**config.mk**
```make
export PLATFORM = sky130hd
export DESIGN_NAME = multi_servo_setpoint_ramp_unit
export DESIGN_NICKNAME = d
export VERILOG_FILES = /design/src/sv/mssr_pkg.sv /design/src/sv/mssr_div.sv /design/src/sv/multi_servo_setpoint_ramp_unit.sv
export SDC_FILE = /design/constraint.sdc
export NUM_CORES = 2
export LEC_CHECK = 0
export BUFFER_PORTS_ARGS = -buffer_cell sky130_fd_sc_hd__buf_2
export CAP_MARGIN = 20
export CORE_ASPECT_RATIO = 1.5
export CORE_MARGIN = 1.5
export CORE_UTILIZATION = 52
export CTS_BUF_LIST = sky130_fd_sc_hd__clkbuf_8
export CTS_CLUSTER_DIAMETER = 100
export DETAILED_ROUTE_END_ITERATION = 10
export PLACE_DENSITY = 0.68
export SLEW_MARGIN = 15
export SYNTH_ARGS = -nofsm -noshare
export SYNTH_HDL_FRONTEND = slang
export SYNTH_HIERARCHICAL = 1
export SYNTH_SLANG_ARGS = --single-unit
```
**constraint.sdc**
```tcl
create_clock -name clk -period 12.19 [get_ports clk]
set_clock_uncertainty 0.05 [all_clocks]
set_input_delay 1.219 -clock clk [delete_from_list [all_inputs] [get_ports clk]]
set_output_delay 1.219 -clock clk [all_outputs]
set_load 0.1 [all_outputs]
```
**src/sv/mssr_pkg.sv**
```systemverilog
// ----------------------------------------------------------------------------
// mssr_pkg: shared types and constants for the servo setpoint ramp unit
// Channel table sizing, fixed-point widths, item and result word layouts.
// ----------------------------------------------------------------------------
package mssr_pkg;

	localparam int MAX_CHANNELS = 16;
	localparam int FRAC_BITS    = 6;
	localparam int POS_BITS     = 12;
	localparam int SP_BITS      = POS_BITS + FRAC_BITS;
	localparam int IDX_BITS     = (MAX_CHANNELS > 1) ? $clog2(MAX_CHANNELS) : 1;
	localparam int CNT_BITS     = $clog2(MAX_CHANNELS + 1);

	localparam logic [1:0] KIND_ADD   = 2'd0;
	localparam logic [1:0] KIND_START = 2'd1;
	localparam logic [1:0] KIND_TICK  = 2'd2;

	localparam logic [1:0] ST_ADDED = 2'd0;
	localparam logic [1:0] ST_FULL  = 2'd1;
	localparam logic [1:0] ST_DUP   = 2'd2;
	localparam logic [1:0] ST_GOAL  = 2'd3;

	typedef struct packed {
		logic [1:0]  kind;
		logic [7:0]  servo_id;
		logic [11:0] target_position;
		logic [11:0] measured_position;
		logic [15:0] move_ms;
		logic [31:0] now_ms;
	} in_word_t;

	typedef struct packed {
		logic [1:0]  status;
		logic [7:0]  out_id;
		logic [11:0] goal_position;
		logic [4:0]  channel_count;
		logic        last;
	} out_word_t;

	// divider handshake
	typedef struct packed {
		logic start;
	} div_req_t;

	typedef struct packed {
		logic busy;
	} div_sts_t;

endpackage

```
**src/sv/mssr_div.sv**
```systemverilog
// ----------------------------------------------------------------------------
// mssr_div: restoring divider, one quotient bit per cycle
// 32-bit dividend by 32-bit divisor, quotient only.
// ----------------------------------------------------------------------------
module mssr_div import mssr_pkg::*; (
	input  logic        clk,
	input  logic        arst_n,
	input  div_req_t    req,
	input  logic [31:0] dividend,
	input  logic [31:0] divisor,
	output div_sts_t    sts,
	output logic [31:0] quotient
);

	logic [31:0] rem_q;
	logic [31:0] quo_q;
	logic [31:0] dvs_q;
	logic [5:0]  cnt_q;
	logic [32:0] trial;
	logic [32:0] diff;

	assign trial = {rem_q, quo_q[31]};
	assign diff  = trial - {1'b0, dvs_q};

	always_ff @(posedge clk or negedge arst_n) begin
		if (!arst_n) begin
			cnt_q <= '0;
		end else if (req.start) begin
			cnt_q <= 6'd32;
		end else if (cnt_q != '0) begin
			cnt_q <= cnt_q - 6'd1;
		end
	end

	always_ff @(posedge clk) begin
		if (req.start) begin
			rem_q <= '0;
			quo_q <= dividend;
			dvs_q <= divisor;
		end else if (cnt_q != '0) begin
			if (!diff[32]) begin
				rem_q <= diff[31:0];
				quo_q <= {quo_q[30:0], 1'b1};
			end else begin
				rem_q <= trial[31:0];
				quo_q <= {quo_q[30:0], 1'b0};
			end
		end
	end

	assign sts.busy = (cnt_q != '0);
	assign quotient = quo_q;

endmodule

```
**src/sv/multi_servo_setpoint_ramp_unit.sv**
```systemverilog
// ----------------------------------------------------------------------------
// multi_servo_setpoint_ramp_unit: multi-channel linear setpoint ramp generator
// Add: serial id search. Start: the same search, then two serial divides
// when the id is found. Tick: walks every registered channel and emits a
// goal word per due running channel (each is held until the next one or
// the end of the sweep settles its last flag). One word in flight at a time;
// the channel table is walked serially and one serial divider is shared.
// Reset clears the table (count, running flags) and sets frame delay to 33.
// ----------------------------------------------------------------------------
module multi_servo_setpoint_ramp_unit import mssr_pkg::*; (
	input  logic       clk,
	input  logic       arst_n,
	input  logic       in_valid,
	output logic       in_stall,
	input  in_word_t   in_data,
	output logic       out_valid,
	input  logic       out_stall,
	output out_word_t  out_data,
	input  logic       cfg_we,
	input  logic [9:0] cfg_wdata
);

	typedef enum logic [7:0] {
		S_IDLE  = 8'b0000_0001,
		S_SRCH  = 8'b0000_0010,
		S_DIV1  = 8'b0000_0100,
		S_DIV2  = 8'b0000_1000,
		S_WRST  = 8'b0001_0000,
		S_TICK  = 8'b0010_0000,
		S_EMIT  = 8'b0100_0000,
		S_DONE  = 8'b1000_0000
	} state_t;

	state_t state_q;

	logic [9:0]          delay_q;
	logic [CNT_BITS-1:0] used_q;
	logic [CNT_BITS-1:0] idx_q;
	in_word_t            item_q;
	logic                emitted_q;
	logic                out_valid_q;
	out_word_t           out_q;
	logic                div_go_q;

	logic [7:0]         id_mem   [MAX_CHANNELS];
	logic [MAX_CHANNELS-1:0] run_q;
	logic [SP_BITS-1:0] sp_mem   [MAX_CHANNELS];
	logic [SP_BITS-1:0] tg_mem   [MAX_CHANNELS];
	logic [SP_BITS-1:0] stp_mem  [MAX_CHANNELS];
	logic [31:0]        lf_mem   [MAX_CHANNELS];

	logic [IDX_BITS-1:0] ix;
	logic [9:0]          eff_delay;
	logic [SP_BITS-1:0]  cur_in, nxt_in, dist_in;
	logic [31:0]         frames_q;
	logic [31:0]         div_a, div_b, quo;
	div_req_t            dreq;
	div_sts_t            dsts;
	logic [SP_BITS-1:0]  cur, nxt, stp, gap, new_sp;
	logic                up, snap;
	logic                due;
	logic                out_free;

	assign ix        = idx_q[IDX_BITS-1:0];
	assign eff_delay = (delay_q == '0) ? 10'd1 : delay_q;
	assign cur_in    = {item_q.measured_position[POS_BITS-1:0], FRAC_BITS'(0)};
	assign nxt_in    = {item_q.target_position[POS_BITS-1:0], FRAC_BITS'(0)};
	assign dist_in   = (nxt_in > cur_in) ? nxt_in - cur_in : cur_in - nxt_in;

	assign div_a = state_q == S_DIV1 ? {16'd0, item_q.move_ms} : 32'(dist_in);
	assign div_b = state_q == S_DIV1 ? {22'd0, eff_delay} : frames_q;
	assign dreq.start = div_go_q;

	mssr_div u_div (
		.clk(clk), .arst_n(arst_n), .req(dreq), .dividend(div_a), .divisor(div_b),
		.sts(dsts), .quotient(quo)
	);

	assign cur    = sp_mem[ix];
	assign nxt    = tg_mem[ix];
	assign stp    = stp_mem[ix];
	assign up     = nxt > cur;
	assign gap    = up ? nxt - cur : cur - nxt;
	assign snap   = gap < stp;
	assign new_sp = snap ? nxt : (up ? cur + stp : cur - stp);
	assign due    = (item_q.now_ms - lf_mem[ix]) >= {22'd0, eff_delay};

	assign out_free  = !out_valid_q || !out_stall;
	assign in_stall  = (state_q != S_IDLE);
	assign out_valid = out_valid_q;
	assign out_data  = out_q;

	always_ff @(posedge clk or negedge arst_n) begin
		if (!arst_n) begin
			delay_q <= 10'd33;
		end else if (cfg_we) begin
			delay_q <= cfg_wdata;
		end
	end

	always_ff @(posedge clk or negedge arst_n) begin
		if (!arst_n) begin
			state_q     <= S_IDLE;
			used_q      <= '0;
			idx_q       <= '0;
			run_q       <= '0;
			emitted_q   <= 1'b0;
			out_valid_q <= 1'b0;
			div_go_q    <= 1'b0;
		end else begin
			div_go_q <= 1'b0;
			if (out_valid_q && !out_stall)
				out_valid_q <= 1'b0;
			unique case (state_q)
				S_IDLE: begin
					if (in_valid) begin
						idx_q     <= '0;
						emitted_q <= 1'b0;
						if (in_data.kind == KIND_ADD || in_data.kind == KIND_START)
							state_q <= S_SRCH;
						else if (in_data.kind == KIND_TICK)
							state_q <= S_TICK;
					end
				end
				S_SRCH: begin
					if (idx_q < used_q && id_mem[ix] != item_q.servo_id) begin
						idx_q <= idx_q + 1'b1;
					end else if (item_q.kind == KIND_START) begin
						if (idx_q < used_q) begin
							div_go_q <= 1'b1;
							state_q  <= S_DIV1;
						end else begin
							state_q <= S_IDLE;
						end
					end else if (out_free) begin
						out_valid_q           <= 1'b1;
						out_q.out_id          <= item_q.servo_id;
						out_q.goal_position   <= '0;
						out_q.last            <= 1'b1;
						out_q.channel_count   <= 5'(used_q);
						if (used_q >= CNT_BITS'(MAX_CHANNELS)) begin
							out_q.status <= ST_FULL;
						end else if (idx_q < used_q) begin
							out_q.status <= ST_DUP;
						end else begin
							out_q.status        <= ST_ADDED;
							out_q.channel_count <= 5'(used_q + 1'b1);
							run_q[ix]           <= 1'b0;
							used_q              <= used_q + 1'b1;
						end
						state_q <= S_IDLE;
					end
				end
				S_DIV1: begin
					if (!div_go_q && !dsts.busy) begin
						div_go_q <= 1'b1;
						state_q  <= S_DIV2;
					end
				end
				S_DIV2: begin
					if (!div_go_q && !dsts.busy)
						state_q <= S_WRST;
				end
				S_WRST: begin
					run_q[ix] <= 1'b1;
					state_q   <= S_IDLE;
				end
				S_TICK: begin
					if (idx_q >= used_q) begin
						state_q <= S_DONE;
					end else if (due && run_q[ix]) begin
						state_q <= S_EMIT;
					end else begin
						idx_q <= idx_q + 1'b1;
					end
				end
				S_EMIT: begin
					if (emitted_q) begin
						// another goal word follows, so the held one is not last
						out_valid_q <= 1'b1;
						emitted_q   <= 1'b0;
					end else if (out_free) begin
						if (cur == nxt || snap)
							run_q[ix] <= 1'b0;
						out_q.status        <= ST_GOAL;
						out_q.out_id        <= id_mem[ix];
						out_q.goal_position <= 12'(new_sp >> FRAC_BITS);
						out_q.channel_count <= '0;
						out_q.last          <= 1'b0;
						emitted_q           <= 1'b1;
						idx_q               <= idx_q + 1'b1;
						state_q             <= S_TICK;
					end
				end
				S_DONE: begin
					// the held goal word closes the sweep
					if (emitted_q) begin
						out_valid_q <= 1'b1;
						out_q.last  <= 1'b1;
						emitted_q   <= 1'b0;
					end
					state_q <= S_IDLE;
				end
				default: state_q <= S_IDLE;
			endcase
		end
	end

	always_ff @(posedge clk) begin
		if (state_q == S_IDLE && in_valid)
			item_q <= in_data;
		if (state_q == S_DIV1 && !div_go_q && !dsts.busy)
			frames_q <= quo + 32'd1;
		if (state_q == S_SRCH && item_q.kind == KIND_ADD && idx_q >= used_q
				&& used_q < CNT_BITS'(MAX_CHANNELS) && out_free)
			id_mem[ix] <= item_q.servo_id;
		if (state_q == S_WRST) begin
			sp_mem[ix]  <= cur_in;
			tg_mem[ix]  <= nxt_in;
			lf_mem[ix]  <= item_q.now_ms;
			stp_mem[ix] <= SP_BITS'(quo + 32'd1);
		end
		if (state_q == S_TICK && idx_q < used_q && due)
			lf_mem[ix] <= item_q.now_ms;
		if (state_q == S_EMIT && !emitted_q && out_free)
			sp_mem[ix] <= new_sp;
	end

endmodule
```
==> results.py <==
metrics = {
    "logic_synthesis": {
        "yosysWarnings": 6,
        "async_reset_ff_frac": 0.0312,
        "ys_seq_area_frac": 0.681,
        "synth-main-ff-cell": "edfxtp_1",
        "syn_inst": 4274,
        "synth_area_um2": 74000,
        "synth_seq_cells": 1699,
        "synth_cell_type_count": 101,
        "syn_area_per_cell_um2": 17.3,
        "synth_edf_count": 1614,
    },
    "cells_and_area": {
        "syn_to_final_growth_pct": 10.6,
        "fin_area_um2": 81900,
        "register_area_um2": 50500,
        "nets": 4827,
        "nFillCells": 10900,
        "drive_above_1_share": 0.247,
        "finalNonFillerCells": 6632,
        "multi_input_area_um2": 22400,
    },
    "timing": {
        "slew_headroom": 0.201,
        "max_freq_mhz": 112,
        "hold_violations": 0,
        "setup_viol": 0,
        "worstMarginPinSlew_ps": 1200,
        "finalCritPeriodShare": 0.731,
        "rsz0062_at_grt": "no",
        "tns_ps": 0,
        "min_period_ps": 8920,
        "slew_viol_final": 0,
    },
    "place": {
        "dp_cells": 6191,
        "hpwl_um": 113000,
        "place_congestion": 0.961,
        "place_area_um2": 77200,
        "io_buffers": 126,
    },
    "cts": {
        "clk_path_buf_depth": 3,
        "cts_tree": "done",
        "cts_hold_buf": 0,
        "cts.repair.resized": 0,
        "cts.htree.levels": 4,
        "clk_latency_ps": 1030,
        "cts-root-buf": "clkbuf_8",
        "post_cts.repair.setup_buffers": 0,
        "clkTransAtPathRegs_ps": 70,
        "cts.sinks": 1699,
        "cts_buffers": 239,
    },
    "route": {
        "drc": 0,
        "route.vias.total": 40200,
        "wl_per_cell_um": 27.4,
        "via_per_inst": 6.06,
        "routed_wl_um": 182000,
        "ant_nets": 0,
        "firstDrtPassIters": 5,
        "drt_iter0_markers": 3634,
    },
    "grt": {
        "grt_max_degree": 132,
        "overflow": 0,
        "grt_usage": 0.254,
        "grt_pass1_wl_um": 268000,
        "grt_pass1_vias": 41200,
        "antenna_found_initial": 4,
    },
    "critical_path": {
        "cp_max_fo": 66,
        "startpoint_type": "flip-flop",
        "crit_type": "flip-flop to flip-flop",
        "cp-end-kind": "flip-flop",
        "cp.required_ps": 12780,
        "arrival_ps": 9500,
    },
    "run": {
        "cap_violations": 0,
    },
    "power_and_ir_drop": {
        "peakVddDrop_uv": 173,
        "powerDensity_nw_per_um2": 202,
        "power_mw": 16.6,
        "cellLeakagePower_nw": 27.3,
    },
    "worst_hold_path": {
        "hold_class": "primary input to async pin",
    },
    "die": {
        "start_util": 0.524,
        "die_area_um2": 145000,
        "io_pins": 127,
        "coreArea_um2": 141000,
        "die_x_um": 311,
        "die_h_um": 465,
        "placementRows": 169,
    },
    "run_status": {
        "outcome": "finished, final reports clean",
    },
}
==> routing by layer <==
metal	global-route usage	part of all wire
met2	0.440	0.52
met3	0.0375	0.061
met1	0.319	0.38
met4	0.110	0.041
met5	0	0
==> cells in the final DEF (no fill, tap or decap), types with 43 or more instances in the layout <==
master    netlist  final
o21ai_0       113    113
buf_2          58    126
clkinv_1        1     43
edfxtp_1     1614   1614
a21oi_1       151    149
mux4_2        440    440
a21o_1         53     53
inv_1         178    257
nor2_1        230    181
nand3_1        79     79
clkbuf_8        0    250
xnor2_1       107    101
nor2b_1        68     68
nand2_1       226    226
buf_4          10     94
ha_1          170    170
dfrtp_1        50     45
mux2_2         56     56
==> path summary, 6_finish.rpt <==
check | start | to | slack [ps] | cells past startpoint
max in group asynchronous | arst_n | idx_q[0] | 10640 | 2
hold / removal | arst_n | delay_q[4] | 100 | 1
setup reg to reg | idx_q[1] | lf_mem[2][1] | 3270 | 25
setup / recovery | idx_q[1] | lf_mem[2][1] | 3270 | 25
hold reg to reg | flip-flop | flip-flop | 440 | 1
min in group clk | in_data[47] | item_q[47] | 310 | 1
==> logic make-up (layout without fill, tap and decap cells) <==
group,Yosys count,after routing,share of synthesized area
compound gates,524,524,0.0480
buf+inv,380,842,0.0226
mux,521,521,0.146
flops,1699,1699,0.681
xor+xnor,146,146,0.0178
fa+ha+maj,176,176,0.0304
other cells,1,16,0.0000507
simple gates,827,827,0.0540
==> final cells by class <==
| class | instances | share of cell area |
|---|---|---|
| Antenna cell | 2 | 0.0000611 |
| Clock buffer | 250 | 0.0420 |
| Clock inverter | 186 | 0.0139 |
| Inverter | 180 | 0.00828 |
| Multi-Input combinational cell | 2208 | 0.273 |
| Sequential cell | 1699 | 0.616 |
| Tap cell | 1881 | 0.0287 |
| Timing Repair Buffer | 226 | 0.0175 |
==> synthesized netlist by cell type, types with 19 or more instances <==
| cell | instances | area share |
|---|---|---|
| mux2i_1 | 25 | 0.0034 |
| a21oi_1 | 151 | 0.010 |
| a31oi_1 | 21 | 0.0018 |
| nor3_1 | 40 | 0.0027 |
| and3_1 | 21 | 0.0018 |
| dfxtp_1 | 32 | 0.0087 |
| nor2b_1 | 68 | 0.0057 |
| a21o_1 | 53 | 0.0054 |
| nand2b_1 | 32 | 0.0027 |
| xnor2_1 | 107 | 0.013 |
| buf_2 | 58 | 0.0039 |
| nand3_1 | 79 | 0.0053 |
| o21a_1 | 19 | 0.0019 |
| clkbuf_1 | 101 | 0.0051 |
| nand2_1 | 226 | 0.011 |
| xor2_1 | 37 | 0.0044 |
| or3_1 | 20 | 0.0017 |
| mux4_2 | 440 | 0.13 |
| edfxtp_1 | 1614 | 0.65 |
| inv_1 | 178 | 0.0090 |
| o21ai_0 | 113 | 0.0076 |
| nor2_1 | 230 | 0.012 |
| nand4_1 | 30 | 0.0025 |
| ha_1 | 170 | 0.029 |
| a311oi_2 | 20 | 0.0041 |
| dfrtp_1 | 50 | 0.017 |
| mux2_2 | 56 | 0.0085 |
==> state kept, by name, indices dropped and copies added (netlist names), 28 cells and up, named ones only <==
name and cells:
frames_q 32, id_mem 128, item_q 70, lf_mem 512, out_data 28, sp_mem 288, stp_mem 288, tg_mem 192
u_div/dvs_q 32, u_div/quotient 32, u_div/rem_q 32
==> through the flow <==
stage	utilization	hold WS, ps	worst slack (ps)
after floorplan	-	394	3260
after global placement	0.547	412	3270
after detailed placement	0.547	423	3100
after CTS	0.579	5.14	3050
after global routing	0.580	39.7	2650
final	0.580	98.4	3270
==> critical path: stages (launching register included) <==
cell,delay (ps)
dfrtp_4,880
buf_4,850
mux4_2,420
mux4_2,480
inv_1,90
ha_1,280
o211ai_1,100
a21oi_1,90
o211ai_1,570
nand2b_1,120
a21oi_1,190
xnor2_1,150
ha_1,280
a21oi_1,170
o2111ai_1,110
a2111oi_0,300
nand3_1,110
nor4bb_1,280
nand3_1,110
nor4_1,580
o2111ai_1,230
nor4_2,680
nor3_1,180
nor2_4,790
nor2_4,0
buf_4,330
==> report_power, final <==
group          internal (mW)  total, mW  switching, mW
Clock                   2.09       4.26           2.17
Sequential              7.05       7.45          0.396
Combinational           1.99       4.85           2.86
Power figures use the tool's default switching activity.
